===== config.mk =====
export PLATFORM = sky130hd
export DESIGN_NAME = scdp_fifo
export DESIGN_NICKNAME = d
export VERILOG_FILES = /design/src/rtl/scdp_pkg.sv /design/src/rtl/scdp_fifo.sv
export SDC_FILE = /design/constraint.sdc
export NUM_CORES = 1
export LEC_CHECK = 0
export ABC_AREA = 1
export BUFFER_PORTS_ARGS = -buffer_cell sky130_fd_sc_hd__buf_2
export CORE_ASPECT_RATIO = 1.4
export CORE_MARGIN = 3
export CORE_UTILIZATION = 50
export DETAILED_ROUTE_END_ITERATION = 7
export PLACE_DENSITY = 0.76
export SLEW_MARGIN = 20
export SYNTH_ARGS = -nofsm -noshare
export SYNTH_HDL_FRONTEND = slang
export SYNTH_SLANG_ARGS = --single-unit

===== constraint.sdc =====
create_clock -name clk -period 2.5 [get_ports clk]
set_input_delay 0.375 -clock clk [delete_from_list [all_inputs] [get_ports clk]]
set_output_delay 0.375 -clock clk [all_outputs]
set_load 0.1 [all_outputs]

===== src/rtl/scdp_pkg.sv =====
package scdp_pkg;

  localparam int MAX_WORDS_DEF = 4095;

  localparam int COST_W = 10;
  localparam int LINE_W = 16;
  localparam int PFX_W  = 23;
  localparam int BEST_W = 48;
  localparam int LIFT_W = BEST_W + 1;
  localparam int DIFF_W = LIFT_W + 1;
  localparam int GAP_W  = PFX_W + 1;
  localparam int SQ_W   = 2 * PFX_W;
  localparam int FPR_W  = PFX_W + GAP_W;
  localparam int LO_W   = GAP_W;
  localparam int HI_W   = DIFF_W - LO_W;
  localparam int PH_W   = HI_W + GAP_W + 1;
  localparam int PL_W   = LO_W + GAP_W;
  localparam int PROD_W = PH_W + LO_W;

  localparam logic [PFX_W-1:0]  PFX_MAX  = '1;
  localparam logic [BEST_W-1:0] BEST_MAX = '1;

  typedef struct packed {
    logic [PFX_W-1:0] prefix;
    logic             last;
  } scdp_item_t;

  typedef struct packed {
    logic full;
    logic empty;
  } scdp_qstat_t;

  typedef struct packed {
    logic [PFX_W-1:0]  prefix;
    logic [BEST_W-1:0] best;
    logic [LIFT_W-1:0] lift;
  } scdp_entry_t;

endpackage


===== src/rtl/scdp_fifo.sv =====
module scdp_fifo (
  input  logic               clk,
  input  logic               rst,
  input  logic               push,
  input  scdp_pkg::scdp_item_t push_item,
  input  logic               pop,
  output scdp_pkg::scdp_item_t pop_item,
  output scdp_pkg::scdp_qstat_t stat
);
  import scdp_pkg::*;

  scdp_item_t  slots [2];
  logic        wptr;
  logic        rptr;
  logic [1:0]  count;
  logic        do_push;
  logic        do_pop;

  assign stat.full  = (count == 2'd2);
  assign stat.empty = (count == 2'd0);
  assign do_push    = push && !stat.full;
  assign do_pop     = pop && !stat.empty;
  assign pop_item   = slots[rptr];

  always_ff @(posedge clk) begin
    if (do_push) begin
      slots[wptr] <= push_item;
    end
  end

  always_ff @(posedge clk) begin
    if (rst) begin
      wptr  <= 1'b0;
      rptr  <= 1'b0;
      count <= 2'd0;
    end else begin
      if (do_push) begin
        wptr <= ~wptr;
      end
      if (do_pop) begin
        rptr <= ~rptr;
      end
      case ({do_push, do_pop})
        2'b10:   count <= count + 2'd1;
        2'b01:   count <= count - 2'd1;
        default: count <= count;
      endcase
    end
  end

endmodule


* Yosys cells after proc, flatten, opt, wreduce, memory -nomap -nowiden
Memory sizes are Yosys's and may differ from the RTL's. A register that Yosys moved wholly into a read port is not among the register bits. Index checks and enable logic that the tools add are counted.
Word-level totals: latch bits 0, flip-flop bits (word level) 4, memory bits (writable) 48, memories kept 1, memory bits (read-only) 0, bits of input ports 28
Memory list:
- slots | depth 2, bits a word 24, read ports 1, clocked after memory_dff 1, write ports 1, RTL line scdp_fifo.sv:12 | scdp_item_t slots [2];
Cells by class: equal/unequal tests 3, bitwise gates (word level) 2, divide/modulo/power cells 0, reduce and logical (&&, ||, !) cells 6, muxes and demuxes 5, magnitude comparators 0, shift-type cells 0, add/subtract/negate cells 2, $mul 0
Operator list (count):
- $eq A2 B2 Y1 const B | 2
- $mux W1 | 4
- $pmux W2 S2 | 1
- $add A2 B1 Y2 const B | 1
- $eq A2 B1 Y1 const B | 1
- $logic_and A1 B1 Y1 | 2
- $logic_not A1 Y1 | 2
- $logic_not A2 Y1 | 1
- $not A1 Y1 | 2
- $reduce_bool A2 Y1 | 1
- $sub A2 B1 Y2 const B | 1

* Logic depth before layout (Yosys ltp)
Gate-level depths: netlist of run 1.
word-level depth 5, depth in mapped cells 10, depth with buffers taken out 10

* Worst setup path before layout of run 1
OpenSTA, ideal clock, no wires.
path kind flip-flop to flip-flop, start point register count[0], end point register count[1], setup time 113 ps, path slack 57 ps, required time 2387 ps, arrival time 2331 ps, cell stages (with the launch flop) 9, clock period less this slack 2443 ps, path buffers 0, cells stage by stage dfxtp_1 > nor2_1 > nor2_2 > ha_1 > inv_1 > nand2_1 > nor2_1 > nor2_1 > nor2_1
RTL lines:
- from (decl) | RTL line scdp_fifo.sv:15 | logic [1:0] count;
- from (signal assigned) | RTL line scdp_fifo.sv:44 | 2'b10: count <= count + 2'd1;
- from (signal assigned) | RTL line scdp_fifo.sv:45 | 2'b01: count <= count - 2'd1;
- from (signal assigned) | RTL line scdp_fifo.sv:46 | default: count <= count;

==> results.json, run 1 <==
{
  "rsz0062_at_grt": "no",
  "fin_util": 0.712,
  "initial_core_util": 0.524,
  "core_mm2": 0.00399,
  "final_hold_viol_count": 0,
  "place_hpwl_mm": 2.81,
  "track_usage": 0.156,
  "fin_cells": 219,
  "setup_violations": 0,
  "final_antenna_net_count": 0,
  "syn_area_per_cell_um2": 18.2,
  "yosysTopAreaCell": "edfxtp_1",
  "worst_r2r_path_depth": 5,
  "syn-cell-area_mm2": 0.00209,
  "holdPathEnd": "slots[1][8]",
  "power_density_mw_per_mm2": 1080,
  "end_kind": "output pin",
  "top_layer_used": "met4",
  "ys_warn_count": 0,
  "start_kind": "register",
  "min_path_cells": 1,
  "max-vdd-ir-drop_mv": 0.581,
  "setup_slack_ns": 0.507,
  "synth_cell_types": 14,
  "synth.area.top_cells": "edfxtp_1, mux2_4, dfxtp_1",
  "cts-root-buf": "clkbuf_8",
  "place_inst": 211,
  "maxSlewHeadroom": 0.680,
  "drt-total-wl_mm": 3.55,
  "clock_latency_ns": 0.30,
  "yosys_most_used_dff": "edfxtp_1",
  "drtIter0Drc": 25,
  "die_w_um": 60.6,
  "cts_tree": "built",
  "path_max_fanout": 19,
  "wl_met2_mm": 1.97,
  "place_area_mm2": 0.00275,
  "hold_class": "input pin to register",
  "die_area_mm2": 0.00500,
  "grt_pass1_vias": 1176,
  "holdCritStartpoint": "push_item[8]",
  "leakagePower_nw": 1.15,
  "r2r_slack_ns": 0.80,
  "whs_ns": 0.263,
  "clock_sinks": 53,
  "finalInstanceArea_mm2": 0.00284,
  "nNetsFinal": 204,
  "power_mw": 3.05,
  "drt_pre_antenna_iters": 4,
  "r2r_start": "count[0]",
  "synth_top_area_frac": 0.690,
  "drive_gt1_frac": 0.511,
  "fin_tns_setup_ns": 0,
  "wl_per_cell_um": 16.2,
  "maxCapViolations": 0,
  "fin_skew_ns": 0.00380,
  "clk_pin_slew_ns": 0.08,
  "worst_pin_slew_ns": 0.484,
  "die_y_um": 82.5,
  "vias": 1104,
  "required_ns": 2.12,
  "synth_commonest_cells": "edfxtp_1, mux2_4, nor2_1",
  "diodes": 0,
  "grt_pass1_wl_mm": 5.42,
  "num-fill-cells": 261,
  "place_ws_ns": 0.758,
  "synthCells": 115,
  "synth_most_common_cell": "edfxtp_1",
  "finalMaxSlewViolations": 0,
  "status": "finished, final reports clean",
  "clock.fmax_mhz": 502,
  "reg2reg_to": "slots[0][22]",
  "gr-total-overflow": 0,
  "cts_max_path_buffers": 2,
  "gp_congestion": 0.721,
  "portBuffers": 53,
  "wl_met1_mm": 1.28,
  "drc": 0,
  "num_rows": 27,
  "antenna_found_initial": 0,
  "synth.ff_latch_count": 53,
  "crit_arrival_ns": 1.62,
  "post_cts_buffers": 0,
  "synth-edff-count": 48,
  "dr_wl_met3_um": 224,
  "finalCritPeriodShare": 0.797,
  "via_per_inst": 5.04,
  "fin_crit_ns": 1.99,
  "ios": 54,
  "cts_hold_buf": 0,
  "cts_max_level": 2,
  "syn_to_final_growth_pct": 35.8,
  "ys_seq_area_frac": 0.738,
  "cts_buffers": 5,
  "grt_max_degree": 25,
  "crit_type": "register to output pin",
  "async_reset_ff_frac": 0,
  "syn_nets": 144,
  "cts_resized": 0
}
-- cell families (layout without fill, tap and decap cells) --
kind of cell,after synthesis,after routing,synth area share
DFF,53,53,0.738
muxes,24,24,0.165
AOI/OAI and AO/OA,2,2,0.00479
adders and majority gates,1,1,0.00599
and+or+nand+nor,23,23,0.0449
buffers and inverters,12,73,0.0407
-- worst max-delay path by stage --
stage / from / to / slack, ns / cells after the start
detailed placement: push / slots[0][2] / 0.76 / 6
finish: register / pop_item[11] / 0.51 / 3
CTS: register / pop_item[11] / 0.48 / 3
global route: register / pop_item[11] / 0.42 / 3
floorplan: count[0] / count[1] / 0.06 / 8
global placement: register / pop_item[11] / 0.85 / 3
-- power breakdown --
group          switching (mW)  total (mW)  internal (mW)
Clock                   0.243       0.437          0.194
Combinational           0.963        1.48          0.521
Sequential             0.0483        1.13           1.08
Total                    1.25        3.05           1.80
-- sequential cells by signal (all words and copies together), names as in the netlist, named ones only --
name and cells:
count 2, wptr 1, slots 48, rptr 1
-- worst max-delay path, cell delays in order, from the launching register on --
cell and delay (ns):
dfxtp_1 0.53, buf_12 0.24, mux2_2 0.38, buf_12 0.17
-- layer usage --
metal | vias to the layer above | GRT usage
met2 | 37 | 0.272
li1 | 533 | -
met5 | - | 0
met3 | 8 | 0.0544
met1 | 526 | 0.163
met4 | 0 | 0.0759
-- layout by cell type (no fill, tap or decap) --
cell type	Yosys	routed
nor2_2	2	3
buf_12	2	25
nor2_1	12	11
o21ai_0	1	1
mux2_2	4	4
inv_1	9	9
edfxtp_1	48	48
clkbuf_8	0	5
buf_2	0	29
ha_1	1	1
nand2_1	8	8
clkbuf_1	0	1
a21oi_1	1	1
mux2_4	20	20
nand4_1	1	1
buf_4	0	2
clkinv_2	0	2
dfxtp_1	5	5
-- layout make-up --
class / count / area [um2] / share of cell area
Sequential cell: 53 / 1540 / 0.543
Timing Repair Buffer: 56 / 661 / 0.233
Multi-Input combinational cell: 50 / 464 / 0.164
Clock buffer: 6 / 72.6 / 0.0256
Tap cell: 43 / 53.8 / 0.0190
Inverter: 9 / 33.8 / 0.0119
Clock inverter: 2 / 10.0 / 0.00353
Note: power is estimated with default switching activity, not from simulation.
==> run 2: changes to the inputs <==
--- a/config.mk
+++ b/config.mk
@@ -5,13 +5,13 @@
 export SDC_FILE = /design/constraint.sdc
 export NUM_CORES = 1
 export LEC_CHECK = 0
-export ABC_AREA = 1
+export ABC_AREA = 0
 export BUFFER_PORTS_ARGS = -buffer_cell sky130_fd_sc_hd__buf_2
 export CORE_ASPECT_RATIO = 1.4
 export CORE_MARGIN = 3
 export CORE_UTILIZATION = 50
 export DETAILED_ROUTE_END_ITERATION = 7
-export PLACE_DENSITY = 0.76
+export PLACE_DENSITY = 0.77
 export SLEW_MARGIN = 20
 export SYNTH_ARGS = -nofsm -noshare
 export SYNTH_HDL_FRONTEND = slang
==> constraint.sdc (replaced) <==
create_clock -name clk -period 1.85 [get_ports clk]
set_input_delay 0.2775 -clock clk [delete_from_list [all_inputs] [get_ports clk]]
set_output_delay 0.2775 -clock clk [all_outputs]
set_load 0.1 [all_outputs]
==> run 2 against run 1 <==
Net effect: critical endpoint is now pop_item[12]; critical path depth stayed put; sequential share of layout area up 1.3 points; utilization up 3.5 points; largest cell class unchanged; highest routed layer unchanged; hold slack got worse by 0.095 ns; setup slack lost 0.35 ns; global-route usage shrank 0.48 points; die area shrank 6.1%.
==> results.json, run 2 <==
{
  "via_per_inst": 5.05,
  "start_kind": "register",
  "cts_resized": 0,
  "cts_max_path_buffers": 2,
  "path_common_cell": "buf_12",
  "status": "finished, final reports clean",
  "grt_pass1_wl_mm": 5.07,
  "synth_commonest_cells": "edfxtp_1, mux2_2, mux2_1",
  "ff_latch_area_mm2": 0.00154,
  "setup_violations": 0,
  "synth.ff_latch_count": 53,
  "nNetsFinal": 190,
  "place_hpwl_mm": 2.46,
  "cts-root-buf": "clkbuf_8",
  "fin_util": 0.747,
  "path_cells": "buf_12, mux2_1, buf_12",
  "initial_core_util": 0.526,
  "synth_top_area_frac": 0.739,
  "path_max_fanout": 24,
  "ys_warn_count": 0,
  "yosys_most_used_dff": "edfxtp_1",
  "fin_skew_ns": 0.00645,
  "num_rows": 26,
  "die_area_mm2": 0.00469,
  "crit_arrival_ns": 1.42,
  "syn_nets": 130,
  "wl_per_cell_um": 16.0,
  "cts_tree": "built",
  "crit_type": "register to output pin",
  "whs_ns": 0.168,
  "clock.fmax_mhz": 589,
  "gr-total-overflow": 0,
  "drive_gt1_frac": 0.500,
  "num-fill-cells": 238,
  "clock_latency_ns": 0.29,
  "maxSlewHeadroom": 0.675,
  "reg_top3": "slots (48), count (2)",
  "slowest_delay_ns": 0.39,
  "gp_congestion": 0.683,
  "fin_crit_ns": 1.70,
  "layout_commonest_cell": "edfxtp_1",
  "synthCells": 101,
  "die_w_um": 58.8,
  "final_antenna_net_count": 0,
  "yosysTopAreaCell": "edfxtp_1",
  "cpMaxStageDelayCell": "mux2_1",
  "grt_max_degree": 25,
  "rsz0062_at_grt": "no",
  "synth.area.top_cells": "edfxtp_1, mux2_2, mux2_1",
  "synth_cell_types": 19,
  "drt_pre_antenna_iters": 2,
  "layout_common_cells": "edfxtp_1, buf_2, buf_12",
  "async_reset_ff_frac": 0,
  "cts_buffers": 5,
  "antenna_found_initial": 0,
  "diodes": 0,
  "clk_pin_slew_ns": 0.08,
  "multi_input_area_um2": 385,
  "synth-edff-count": 48,
  "required_ns": 1.57,
  "post_cts_buffers": 0,
  "end_kind": "output pin",
  "syn_area_per_cell_um2": 19.3,
  "largest_register_ffs": 48,
  "finalCritPeriodShare": 0.918,
  "grt_pass1_vias": 1093,
  "drtIter0Drc": 19,
  "synth_most_common_cell": "edfxtp_1",
  "vias": 1030,
  "die_y_um": 79.9,
  "drc": 0,
  "portBuffers": 53,
  "regMostFlops": "slots",
  "core_mm2": 0.00371,
  "final_hold_viol_count": 0,
  "drt-total-wl_mm": 3.27,
  "cts_max_level": 2,
  "fin_tns_setup_ns": 0,
  "syn-cell-area_mm2": 0.00195,
  "cts_hold_buf": 0,
  "worst_pin_slew_ns": 0.490,
  "ios": 54,
  "hold_class": "input pin to register",
  "maxCapViolations": 0,
  "syn_to_final_growth_pct": 42.0,
  "track_usage": 0.151,
  "clock_sinks": 53,
  "ys_seq_area_frac": 0.791,
  "finalMaxSlewViolations": 0
}
run 2: changes by cell type in the layout (fill, tap and decap cells not counted), sizes merged, moves of 2 or more:
| cell | before | now |
|---|---|---|
| inv | 9 | 2 |
| nand2 | 8 | 1 |
| nor2 | 14 | 4 |
| or3 | 0 | 2 |
| xnor2 | 0 | 2 |
run 2: final timing paths:
| path | startpoint | to | slack (ns) | cells after the start |
|---|---|---|---|---|
| max | register | pop_item[12] | 0.15 | 3 |
| min | push_item[9] | slots[0][9] | 0.17 | 1 |
| max reg2reg | count[0] | slots[0][20] | 0.23 | 5 |
| min reg2reg | wptr | wptr | 0.54 | 2 |
run 2: metrics by stage:
| step | setup slack [ns] | instance area (um2) | cells |
|---|---|---|---|
| 3_3_place_gp | 0.313 | 2670 | 196 |
| 6_report | 0.152 | 2770 | 204 |
| 4_1_cts | 0.129 | 2770 | 204 |
| 2_1_floorplan | 0.0192 | 1960 | 101 |
| 5_1_grt | 0.0942 | 2770 | 204 |
| 3_5_place_dp | 0.232 | 2670 | 196 |
run 2: cell families after synthesis:
family,share of synthesized area
simple gates,0.0237
compound gates,0.0141
fa+ha+maj,0.00642
xor+xnor,0.0135
flops,0.791
mux,0.139
buf+inv,0.0128
run 2: worst max-delay path, delay by kind of cell, from the launching register on:
kind / cells / cell delay, ns
flops: 1 / 0.36
buf+inv: 2 / 0.37
mux: 1 / 0.39
run 2: layout make-up:
type,instances,share of cell area
inverter,3,0.00542
sequential,53,0.557
clock buffer,7,0.0348
tap,42,0.0190
clock inverter,1,0.00181
multi-input combinational,42,0.139
timing repair buffer,56,0.243
run 2: metal layers:
metal	global-route usage	share of wire	up-vias
met3	0.0534	0.069	7
met2	0.254	0.56	36
met1	0.167	0.35	483
met4	0.0703	0.024	0
li1	-	-	504
met5	0	0	-
Power of run 2 is not shown: default switching activity piles up to over one toggle a cycle in this logic, so the estimate is an artifact.
