==> config.mk <==
export PLATFORM = sky130hd
export DESIGN_NAME = scdp_front
export DESIGN_NICKNAME = d
export VERILOG_FILES = /design/src/rtl/scdp_pkg.sv /design/src/rtl/scdp_front.sv
export SDC_FILE = /design/constraint.sdc
export NUM_CORES = 1
export LEC_CHECK = 0
export BUFFER_PORTS_ARGS = -buffer_cell sky130_fd_sc_hd__buf_2
export CAP_MARGIN = 0
export CORE_MARGIN = 3
export CORE_UTILIZATION = 54
export CTS_CLUSTER_SIZE = 10
export DETAILED_ROUTE_END_ITERATION = 10
export HOLD_SLACK_MARGIN = 0.06
export PLACE_DENSITY = 0.88
export SYNTH_ARGS = -nofsm -noshare
export SYNTH_HDL_FRONTEND = slang
export SYNTH_SLANG_ARGS = --single-unit
==> constraint.sdc <==
create_clock -name clk -period 3 [get_ports clk]
set_input_delay 0.3 -clock clk [delete_from_list [all_inputs] [get_ports clk]]
set_output_delay 0.3 -clock clk [all_outputs]
set_load 0.01 [all_outputs]
==> src/rtl/scdp_pkg.sv <==
package scdp_pkg;

  localparam int MAX_WORDS_DEF = 4095;

  localparam int COST_W = 10;
  localparam int LINE_W = 16;
  localparam int PFX_W  = 23;
  localparam int BEST_W = 48;
  localparam int LIFT_W = BEST_W + 1;
  localparam int DIFF_W = LIFT_W + 1;
  localparam int GAP_W  = PFX_W + 1;
  localparam int SQ_W   = 2 * PFX_W;
  localparam int FPR_W  = PFX_W + GAP_W;
  localparam int LO_W   = GAP_W;
  localparam int HI_W   = DIFF_W - LO_W;
  localparam int PH_W   = HI_W + GAP_W + 1;
  localparam int PL_W   = LO_W + GAP_W;
  localparam int PROD_W = PH_W + LO_W;

  localparam logic [PFX_W-1:0]  PFX_MAX  = '1;
  localparam logic [BEST_W-1:0] BEST_MAX = '1;

  typedef struct packed {
    logic [PFX_W-1:0] prefix;
    logic             last;
  } scdp_item_t;

  typedef struct packed {
    logic full;
    logic empty;
  } scdp_qstat_t;

  typedef struct packed {
    logic [PFX_W-1:0]  prefix;
    logic [BEST_W-1:0] best;
    logic [LIFT_W-1:0] lift;
  } scdp_entry_t;

endpackage

==> src/rtl/scdp_front.sv <==
module scdp_front (
  input  logic                        clk,
  input  logic                        rst,
  input  logic                        word_valid,
  output logic                        word_stall,
  input  logic [scdp_pkg::COST_W-1:0] word_cost,
  input  logic                        last_word,
  input  scdp_pkg::scdp_qstat_t       qstat,
  output logic                        push,
  output scdp_pkg::scdp_item_t        push_item
);
  import scdp_pkg::*;

  logic [PFX_W-1:0] prefix;
  logic [PFX_W:0]   sum;
  logic [PFX_W-1:0] sum_sat;

  assign word_stall = qstat.full;
  assign push       = word_valid && !word_stall;
  assign sum        = {1'b0, prefix} + {{(PFX_W + 1 - COST_W){1'b0}}, word_cost};
  assign sum_sat    = sum[PFX_W] ? PFX_MAX : sum[PFX_W-1:0];

  assign push_item.prefix = sum_sat;
  assign push_item.last   = last_word;

  always_ff @(posedge clk) begin
    if (rst) begin
      prefix <= '0;
    end else if (push) begin
      prefix <= last_word ? '0 : sum_sat;
    end
  end

endmodule

# Word level (Yosys, flattened, before mapping)
# Cells that the tools add are included.
# classes
n_reduce_logical	2
mux	2
addsub	1
# op_table
op	n
two-way mux 23 bit	2
adder 23 x 10 -> 24 bit	1
logical AND 1 bit	1
logical NOT 1 bit	1
# totals
in_bits	16
out_inout_bits	26
reg_bits	23
elab_cells	6

# Logic depth before layout (Yosys ltp)
# Gate-level depths: netlist (run 1).
# logic_depth
ltp_word	3
ltp_mapped	10
mapped_depth_nobuf	9

# Least setup slack after synthesis (run 1)
# Ideal clock, no wire load.
# synth_timing
kind	register to output
start	reg prefix[0]
end	out push_item[17] in the netlist's numbering
path_slack_ns	0.329
n_path_buf	0
t_required_ns	2.700
arrival_time_ns	2.371
stages_incl_launch_ff	10
path_cell_list	dfxtp_1 ha_1 inv_1 fa_1 and2b_1 o2111ai_1 a31oi_2 nor2_1 or3_1 mux2_1
# synth_lines
item	line_no	source
from (decl)	scdp_front.sv:14	logic [PFX_W-1:0] prefix;
from (signal assigned)	scdp_front.sv:30	prefix <= last_word ? '0 : sum_sat;
to (decl)	scdp_front.sv:10	output scdp_pkg::scdp_item_t push_item

==> impl_metrics.toml, run 1 <==
[place]
place_ws_ns = 0.1183
dp.cells = 307
placed_cell_area_mm2 = 0.002064
dpl.hpwl_um = 3449
place.port_buffers = 40
gp_congestion = 0.8878

[synthesis]
synthTopCellsByCount = "nand2_1, dfxtp_1, nor2_1, a21oi_1, a22o_1"
avgSynthCellArea_um2 = 8.048
syn_inst = 229
seq_area_frac_synth = 0.2498
yosys_most_used_dff = "dfxtp_1"
mappedNetlistArea_mm2 = 0.001843
async_flop_share = 0
synthTopCellsByArea = "dfxtp_1, ha_1, nand2_1"
synth.most_common_cell = "nand2_1"
synth_top_area_share = 0.2498
synth_warnings = 0
synth.distinct_cells = 55
synth_top_area_cell = "dfxtp_1"
synth_edf_count = 0
synth-seq-cells = 23
syn_nets = 256

[flow_run]
drv_cap = 0

[worst_hold_path]
min_path_cells = 2
hold_path_class = "in2reg"
hold_path.startpoint = "rst"
min_to = "prefix[13]"

[cts]
path_clk_slew_ns = 0.13
cts_hold_buf = 0
numCtsBuffers = 3
cts_max_level = 1
clk_latency_ns = 0.33
clockBufferDepth = 2
clock-sinks = 23
root_buffer = "clkbuf_4"
cts_tree = "yes"

[floorplan]
dieHeight_um = 64.42
row_count = 20
ioPinCount = 42
die_w_um = 64.42
die_area_mm2 = 0.004150
core_area_mm2 = 0.003153
start_util = 0.5845

[critical_path]
crit_type = "reg2out"
rrSetupSlack_ns = 0.66
cp_cell_sequence = "ha_4 > inv_1 > fa_2 > and2b_2 > o2111ai_4 > a31oi_4 > nor2_2 > or3_1 > mux2_4 > buf_2"
arrival_ns = 2.71
path_max_fanout = 3
critical_path_buf_inv_count = 2
cpMaxStageDelayCell = "dfxtp_2"
cpLargestDelayFamily = "simple AND/OR/NAND/NOR gates"
critPathMaxStageDelay_ns = 0.38
crit_path_start = "prefix[0]"
reg2reg_to = "prefix[11]"
crit_path_end_kind = "output port"
startpoint_type = "register"
crit_required_ns = 2.70
r2r_cells = 8
r2r-start = "prefix[3]"

[global_route]
grt_pass1_wl_um = 8059
antenna_found_initial = 0
grt_max_degree = 15
overflow = 0
grt.total_usage = 0.2417
grt_pass1_vias = 1802

[run_status]
status = "finished with violations"
violations = "negative setup slack"

[routing]
drt_iter0_drc = 144
routed_wl_um = 4905
avgRoutedWirePerCell_um = 15.62
via_per_inst = 6.153
num_vias = 1932
drt-pass1-iter-count = 4
drcViolationCount = 0
ant_nets = 0

[final_layout]
final_nets = 298
fin_cells = 314
nFillCells = 284
antenna_cells = 0
area_growth_pct = 17.92
drive_gt1_frac = 0.3111
top_regs = "prefix: 23 flops"
fin_util = 0.6893
largest-register = "prefix"
largest_reg_flops = 23
postLayoutCellArea_mm2 = 0.002173

[sta]
rsz0062_at_grt = "yes"
fmax_mhz = 332.5
slew_headroom = 0.4977
fin_ws_ns = -0.007158
fin_hold_ws_ns = 0.2549
tightest_slew_ns = 0.7477
drv_slew = 0
finalSetupTns_ns = -0.007158
fin_crit_ns = 3.007
skew_ns = 0.005314
post-route-period-util = 1.002
hold_violations = 0
setup_violations = 1

[power_and_ir_drop]
vdd_drop_max_mv = 0.3175
powerDensity_mw_per_mm2 = 287.6
p_total_mw = 0.6250
leakage_nw = 1.016
per-layer routing:
layer / global-route usage / vias to the layer above / wire, µm
li1: - / 936 / -
met1: 0.3123 / 908 / 2212
met2: 0.4046 / 81 / 2301
met3: 0.05373 / 7 / 345
met4: 0.06596 / 0 / 46
met5: 0 / - / 0
cells by family (layout without fill, tap and decap cells):
family                   Yosys count  after routing  share of synthesized area
buffers and inverters             22             63                    0.06721
AO/OA/AOI/OAI                     73             73                     0.2858
flip-flops                        23             23                     0.2498
adder cells (fa/ha/maj)           11             11                    0.07875
multiplexers                       5              5                    0.02987
XOR/XNOR                          12             12                    0.05703
AND/OR/NAND/NOR                   83             83                     0.2315
final cells by class:
type                       count  area (µm²)  share of cell area
clock buffer                   4       26.28             0.01209
inverter                       8       30.03             0.01382
multi-input combinational    184        1318              0.6062
sequential                    23       461.7              0.2124
tap                           44       55.05             0.02533
timing repair buffer          51       282.8              0.1301
report_power, final:
group	switching (mW)	internal, mW
Combinational	0.0931	0.0643
Clock	0.101	0.0522
Sequential	0.00377	0.311
Total	0.198	0.427
cell usage in the layout, fill, tap and decap left out, drive strengths merged, types with 3 or more instances in the layout:
cell / Yosys / routed
mux2: 4 / 4
a211oi: 5 / 5
nor3: 7 / 7
o211ai: 3 / 3
nand2b: 4 / 4
nand3: 9 / 9
a22o: 11 / 11
a31o: 4 / 4
and3: 8 / 8
inv: 8 / 8
nor2: 15 / 15
ha: 10 / 10
xor2: 8 / 8
clkbuf: 5 / 4
a21o: 6 / 6
xnor2: 4 / 4
a21oi: 13 / 13
and2: 3 / 3
o21ai: 9 / 9
dfxtp: 23 / 23
a31oi: 9 / 9
buf: 9 / 51
nand2: 27 / 27
a41oi: 3 / 3
worst max-delay path by stage:
stage                         end  cells past startpoint
global route        push_item[17]                     10
finish              push_item[17]                     10
detailed placement  push_item[17]                     11
global placement    push_item[17]                     11
floorplan           push_item[17]                      9
CTS                 push_item[17]                     10
what timing repair did:
action,in CTS,in global routing
gates resized for setup,5,10
setup buffers,3,0
endpoints found under the hold margin,0,0
setup endpoints to repair,5,15
pin swaps,4,3
No activity file was read; power rests on OpenSTA's default activity.
==> run 2: changes to the inputs <==
--- a/config.mk
+++ b/config.mk
@@ -5,14 +5,15 @@
 export SDC_FILE = /design/constraint.sdc
 export NUM_CORES = 1
 export LEC_CHECK = 0
+export ABC_AREA = 1
 export BUFFER_PORTS_ARGS = -buffer_cell sky130_fd_sc_hd__buf_2
 export CAP_MARGIN = 0
 export CORE_MARGIN = 3
-export CORE_UTILIZATION = 54
+export CORE_UTILIZATION = 56
 export CTS_CLUSTER_SIZE = 10
 export DETAILED_ROUTE_END_ITERATION = 10
 export HOLD_SLACK_MARGIN = 0.06
-export PLACE_DENSITY = 0.88
+export PLACE_DENSITY = 0.89
 export SYNTH_ARGS = -nofsm -noshare
 export SYNTH_HDL_FRONTEND = slang
 export SYNTH_SLANG_ARGS = --single-unit
==> run 2 against run 1 <==
The flow now finishes without violations. Worst hold slack better by 0.22 ns. First-iteration DRC count is 9.7% lower. Sequential power is essentially flat. Critical endpoint is now push_item[23]. Largest power group unchanged. Highest routed layer unchanged.
==> impl_metrics.toml, run 2 <==
[sta]
skew_ns = 0.001221
post-route-period-util = 0.8739
slew_headroom = 0.6815
tightest_slew_ns = 0.4777
hold_violations = 0
rsz0062_at_grt = "no"
fmax_mhz = 381.4
fin_crit_ns = 2.622
setup_violations = 0
finalSetupTns_ns = 0
drv_slew = 0

[cts]
cts_hold_buf = 0
path_clk_slew_ns = 0.08
root_buffer = "clkbuf_8"
clk_latency_ns = 0.27
cts_resized = 0
post_cts_buffers = 0
clockBufferDepth = 2
clock-sinks = 23
numCtsBuffers = 3
cts_max_level = 1
cts_tree = "yes"

[synthesis]
synth_edf_count = 0
synthTopCellsByCount = "nand2_1, inv_1, a21oi_1, dfxtp_1, nand3_1"
avgSynthCellArea_um2 = 6.003
synth-seq-cells = 23
synth_top_area_share = 0.2371
synth.distinct_cells = 26
async_flop_share = 0
syn_nets = 383
synth_top_area_cell = "nand2_1"
syn_inst = 356
yosys_most_used_dff = "dfxtp_1"
synth_warnings = 0
synthTopCellsByArea = "nand2_1, dfxtp_1, inv_1"
mappedNetlistArea_mm2 = 0.002137
seq_area_frac_synth = 0.2155
synth.most_common_cell = "nand2_1"

[global_route]
antenna_found_initial = 0
grt_pass1_vias = 2045
grt_max_degree = 24
overflow = 0
grt_pass1_wl_um = 8535
grt.total_usage = 0.2361

[critical_path]
cp_cell_sequence = "ha_1 > nand2_1 > inv_1 > a21oi_1 > nand2_2 > nand2_2 > nand2_2 > nand2_2 > buf_12 > nand3_2 > buf_2"
crit_path_start = "prefix[6]"
path_max_fanout = 12
crit_type = "reg2out"
arrival_ns = 2.32
crit_top_cell = "nand2_2"
crit_path_end_kind = "output port"
cpMaxStageDelayCell = "dfxtp_1"
cpLargestDelayFamily = "simple AND/OR/NAND/NOR gates"
critical_path_buf_inv_count = 3
critPathMaxStageDelay_ns = 0.33
r2r-start = "prefix[6]"
startpoint_type = "register"
crit_required_ns = 2.70

[place]
dp.cells = 435
place.port_buffers = 40
dpl.hpwl_um = 3958
gp_congestion = 0.9413

[floorplan]
ioPinCount = 42
dieHeight_um = 67.78
start_util = 0.6115
row_count = 21
die_area_mm2 = 0.004593
core_area_mm2 = 0.003495
die_w_um = 67.78

[final_layout]
final_nets = 421
nFillCells = 322
top_regs = "prefix: 23 flops"
area_growth_pct = 12.88
antenna_cells = 0
largest_reg_flops = 23
layout_commonest_cell = "nand2_1"
fin_cells = 439
drive_gt1_frac = 0.2061
most-common-layout-cells = "nand2_1, inv_1, buf_2, a21oi_1"
largest-register = "prefix"

[power_and_ir_drop]
leakage_nw = 1.301
vdd_drop_max_mv = 0.2787
powerDensity_mw_per_mm2 = 276.3

[routing]
num_vias = 2262
avgRoutedWirePerCell_um = 11.45
drcViolationCount = 0
routed_wl_um = 5025
via_per_inst = 5.153
drt-pass1-iter-count = 4
ant_nets = 0
drt_iter0_drc = 130

[worst_hold_path]
hold_path.startpoint = "rst"
hold_path_class = "in2reg"

[run_status]
status = "complete, no violations"

[flow_run]
drv_cap = 0
==> run 2: cell types whose count changed after synthesis, moves of 5 or more <==
cell	delta
nand3_2	+13
inv_1	+47
a31oi_1	-8
o21ai_0	-7
nand2_4	+7
a21oi_1	+11
nand2_1	+108
nand2_2	+7
nor2_1	+5
nand3_1	+14
a22o_1	-11
==> run 2: final timing paths <==
| check | to | cells after the start | slack (ns) |
|---|---|---|---|
| max | push_item[23] | 11 | 0.38 |
| min | prefix[2] | 2 | 0.47 |
| max reg2reg | prefix[16] | 12 | 0.85 |
| min reg2reg | prefix[7] | 2 | 0.48 |
==> run 2: through the flow <==
step	hold slack [ns]	area [µm²]	power, mW	setup slack [ns]	util
after global routing	0.4954	2412	0.6959	0.1649	0.6903
after detailed placement	0.4631	2367	0.4750	0.5569	0.6774
final	0.4713	2412	0.6666	0.3784	0.6903
after floorplan	0.3691	2137	0.4293	1.096	-
after global placement	0.4578	2367	0.4712	0.6156	0.6774
after CTS	0.4647	2412	0.6729	0.3706	0.6903
==> run 2: logic make-up (layout without fill, tap and decap cells) <==
kind of cell / after synthesis / after routing / share of synthesized area
adder cells (fa/ha/maj): 11 / 11 / 0.06792
AND/OR/NAND/NOR: 215 / 215 / 0.4754
buffers and inverters: 68 / 105 / 0.1311
XOR/XNOR: 7 / 7 / 0.02869
AO/OA/AOI/OAI: 32 / 32 / 0.08139
flip-flops: 23 / 23 / 0.2155
==> run 2: final cells by class <==
type                            count  area, µm²  share of cell area
Multi-Input combinational cell    265       1396              0.5788
Tap cell                           46      57.56             0.02386
Timing Repair Buffer               43      235.2             0.09751
Clock buffer                        4      45.04             0.01867
Inverter                           58      217.7             0.09025
Sequential cell                    23      460.4              0.1909
==> run 2: per-layer routing <==
| layer | global-route usage | vias up | routed length, µm |
|---|---|---|---|
| met1 | 0.2906 | 996 | 2222 |
| met4 | 0.06700 | 0 | 72 |
| li1 | - | 1177 | - |
| met5 | 0 | - | 0 |
| met3 | 0.04326 | 11 | 299 |
| met2 | 0.4168 | 78 | 2430 |
==> run 2: report_power, final <==
group          leakage [nW]  switching, mW  total (mW)  internal [mW]
sequential            0.186        0.00297       0.313          0.310
combinational          1.09         0.0973       0.156         0.0585
clock                0.0228          0.103       0.198         0.0950
==> run 3: changes to the inputs <==
--- a/config.mk
+++ b/config.mk
@@ -12,7 +12,7 @@
 export CORE_UTILIZATION = 56
 export CTS_CLUSTER_SIZE = 10
 export DETAILED_ROUTE_END_ITERATION = 10
-export HOLD_SLACK_MARGIN = 0.06
+export HOLD_SLACK_MARGIN = 0.05
 export PLACE_DENSITY = 0.89
 export SYNTH_ARGS = -nofsm -noshare
 export SYNTH_HDL_FRONTEND = slang
==> constraint.sdc (replaced) <==
create_clock -name clk -period 3 [get_ports clk]
set_input_delay 0.6 -clock clk [delete_from_list [all_inputs] [get_ports clk]]
set_output_delay 0.6 -clock clk [all_outputs]
set_load 0.01 [all_outputs]
==> run 3 against run 2 <==
Die area is the same. Worst hold slack gained 0.0036 ns. Combinational power is essentially flat. Sequential cell count is the same. Critical path type is now in2out. Largest cell class unchanged.
==> impl_metrics.toml, run 3 (synthesis results as in run 2) <==
[run_status]
status = "complete, no violations"

[final_layout]
largest-register = "prefix"
top_regs = "prefix: 23 flops"
largest_reg_flops = 23
fin_util = 0.6939
layout_commonest_cell = "nand2_1"
final_nets = 421
antenna_cells = 0
nFillCells = 321
fin_cells = 439
area_growth_pct = 13.47
postLayoutCellArea_mm2 = 0.002425
drive_gt1_frac = 0.2163
most-common-layout-cells = "nand2_1, inv_1, buf_2, a21oi_1, dfxtp_1"

[global_route]
grt.total_usage = 0.2399
met3_usage = 0.03827
antenna_found_initial = 0
grt_use_met1 = 0.3006
grt-busiest-layer = "met2"
grt_max_degree = 24
grt_pass1_wl_um = 8576
grt_pass1_vias = 2004
overflow = 0
met2_usage = 0.4156

[floorplan]
row_count = 21
ioPinCount = 42
dieHeight_um = 67.78
start_util = 0.6115
die_area_mm2 = 0.004593
core_area_mm2 = 0.003495
die_w_um = 67.78

[sta]
fin_crit_ns = 2.809
fmax_mhz = 356.0
hold_violations = 0
rsz0062_at_grt = "no"
setup_violations = 0
drv_slew = 0
fin_hold_ws_ns = 0.4749
fin_ws_ns = 0.1913
tightest_slew_ns = 0.4758
finalSetupTns_ns = 0
slew_headroom = 0.6828
post-route-period-util = 0.9362
skew_ns = 0.002453

[place]
place.port_buffers = 40
dp.cells = 435
place_ws_ns = 0.03148
dpl.hpwl_um = 3968
placed_cell_area_mm2 = 0.002367
gp_congestion = 0.9428

[power_and_ir_drop]
p_comb_frac = 0.237
vdd_drop_max_mv = 0.2966
powerDensity_mw_per_mm2 = 275.8
p_total_mw = 0.6688
clockPowerShare = 0.296
p_seq_frac = 0.468
leakage_nw = 1.313
p_sw_frac = 0.3061
p_sw_mw = 0.2047
p_int_mw = 0.4641

[routing]
routed_wl_um = 5078
avgRoutedWirePerCell_um = 11.57
drt-pass1-iter-count = 4
ant_nets = 0
via_per_inst = 5.144
drt_iter0_drc = 173
drcViolationCount = 0
num_vias = 2258

[critical_path]
cpLargestDelayFamily = "buffers and inverters"
startpoint_type = "primary input"
cpMaxStageDelayCell = "ha_1"
arrival_ns = 2.21
crit_top_cell = "nand2_2"
crit_required_ns = 2.40
critPathMaxStageDelay_ns = 0.34
path_max_fanout = 21
crit_type = "in2out"
crit_path_end_kind = "output port"
cp_cell_sequence = "buf_2 > ha_1 > nand2_1 > inv_1 > a21oi_1 > nand2_2 > nand2_2 > nand2_2 > nand2_2 > buf_12 > o21ai_1 > buf_2"
critical_path_buf_inv_count = 4

[cts]
cts_hold_buf = 0
clockBufferDepth = 2
cts_max_level = 1
path_clk_slew_ns = 0.08
cts_tree = "yes"
root_buffer = "clkbuf_8"
clock-sinks = 23
numCtsBuffers = 3
post_cts_buffers = 0
cts_resized = 0
clk_latency_ns = 0.27

[flow_run]
drv_cap = 0

[worst_hold_path]
hold_path_class = "reg2reg"
==> run 3: cell counts in the layout (fill, tap and decap cells not counted) <==
No cell type changed its count.
==> run 3: final timing paths <==
path	slack [ns]	start	to	cells past startpoint
worst max-delay path	0.19	word_cost[5]	push_item[10]	12
worst min register to register	0.47	prefix[9]	prefix[9]	2
worst max register to register	1.03	prefix[0]	prefix[20]	13
worst min-delay path	0.47	prefix[9]	prefix[9]	2
==> run 3: area by class of cell <==
cell class / count / area (µm²) / area share
repair buffers: 43 / 235.2 / 0.09701
flip-flops and latches: 23 / 460.4 / 0.1899
inverters: 58 / 217.7 / 0.08978
clock buffers: 4 / 45.04 / 0.01858
multi-input cells: 265 / 1409 / 0.5810
well taps: 46 / 57.56 / 0.02374
==> run 3: power groups by stage <==
stage | combinational (mW) | sequential (mW) | clock (mW)
2_1_floorplan | 0.110 | 0.319 | 0
3_3_place_gp | 0.151 | 0.320 | 0
3_5_place_dp | 0.156 | 0.320 | 0
4_1_cts | 0.157 | 0.313 | 0.206
5_1_grt | 0.177 | 0.313 | 0.220
6_report | 0.158 | 0.313 | 0.198
==> run 3: routing by layer <==
layer / vias up / wire, µm
met4: 0 / 61
li1: 1177 / -
met1: 997 / 2262
met5: - / 0
met2: 78 / 2480
met3: 6 / 273
==> run 3: worst reg2reg max path: cells and delay by family, from the launching register on <==
kind            cells  cell delay [ns]
simple gates        8             0.71
fa+ha+maj           2             0.57
flops               1             0.35
buf+inv             2             0.18
compound gates      1             0.05
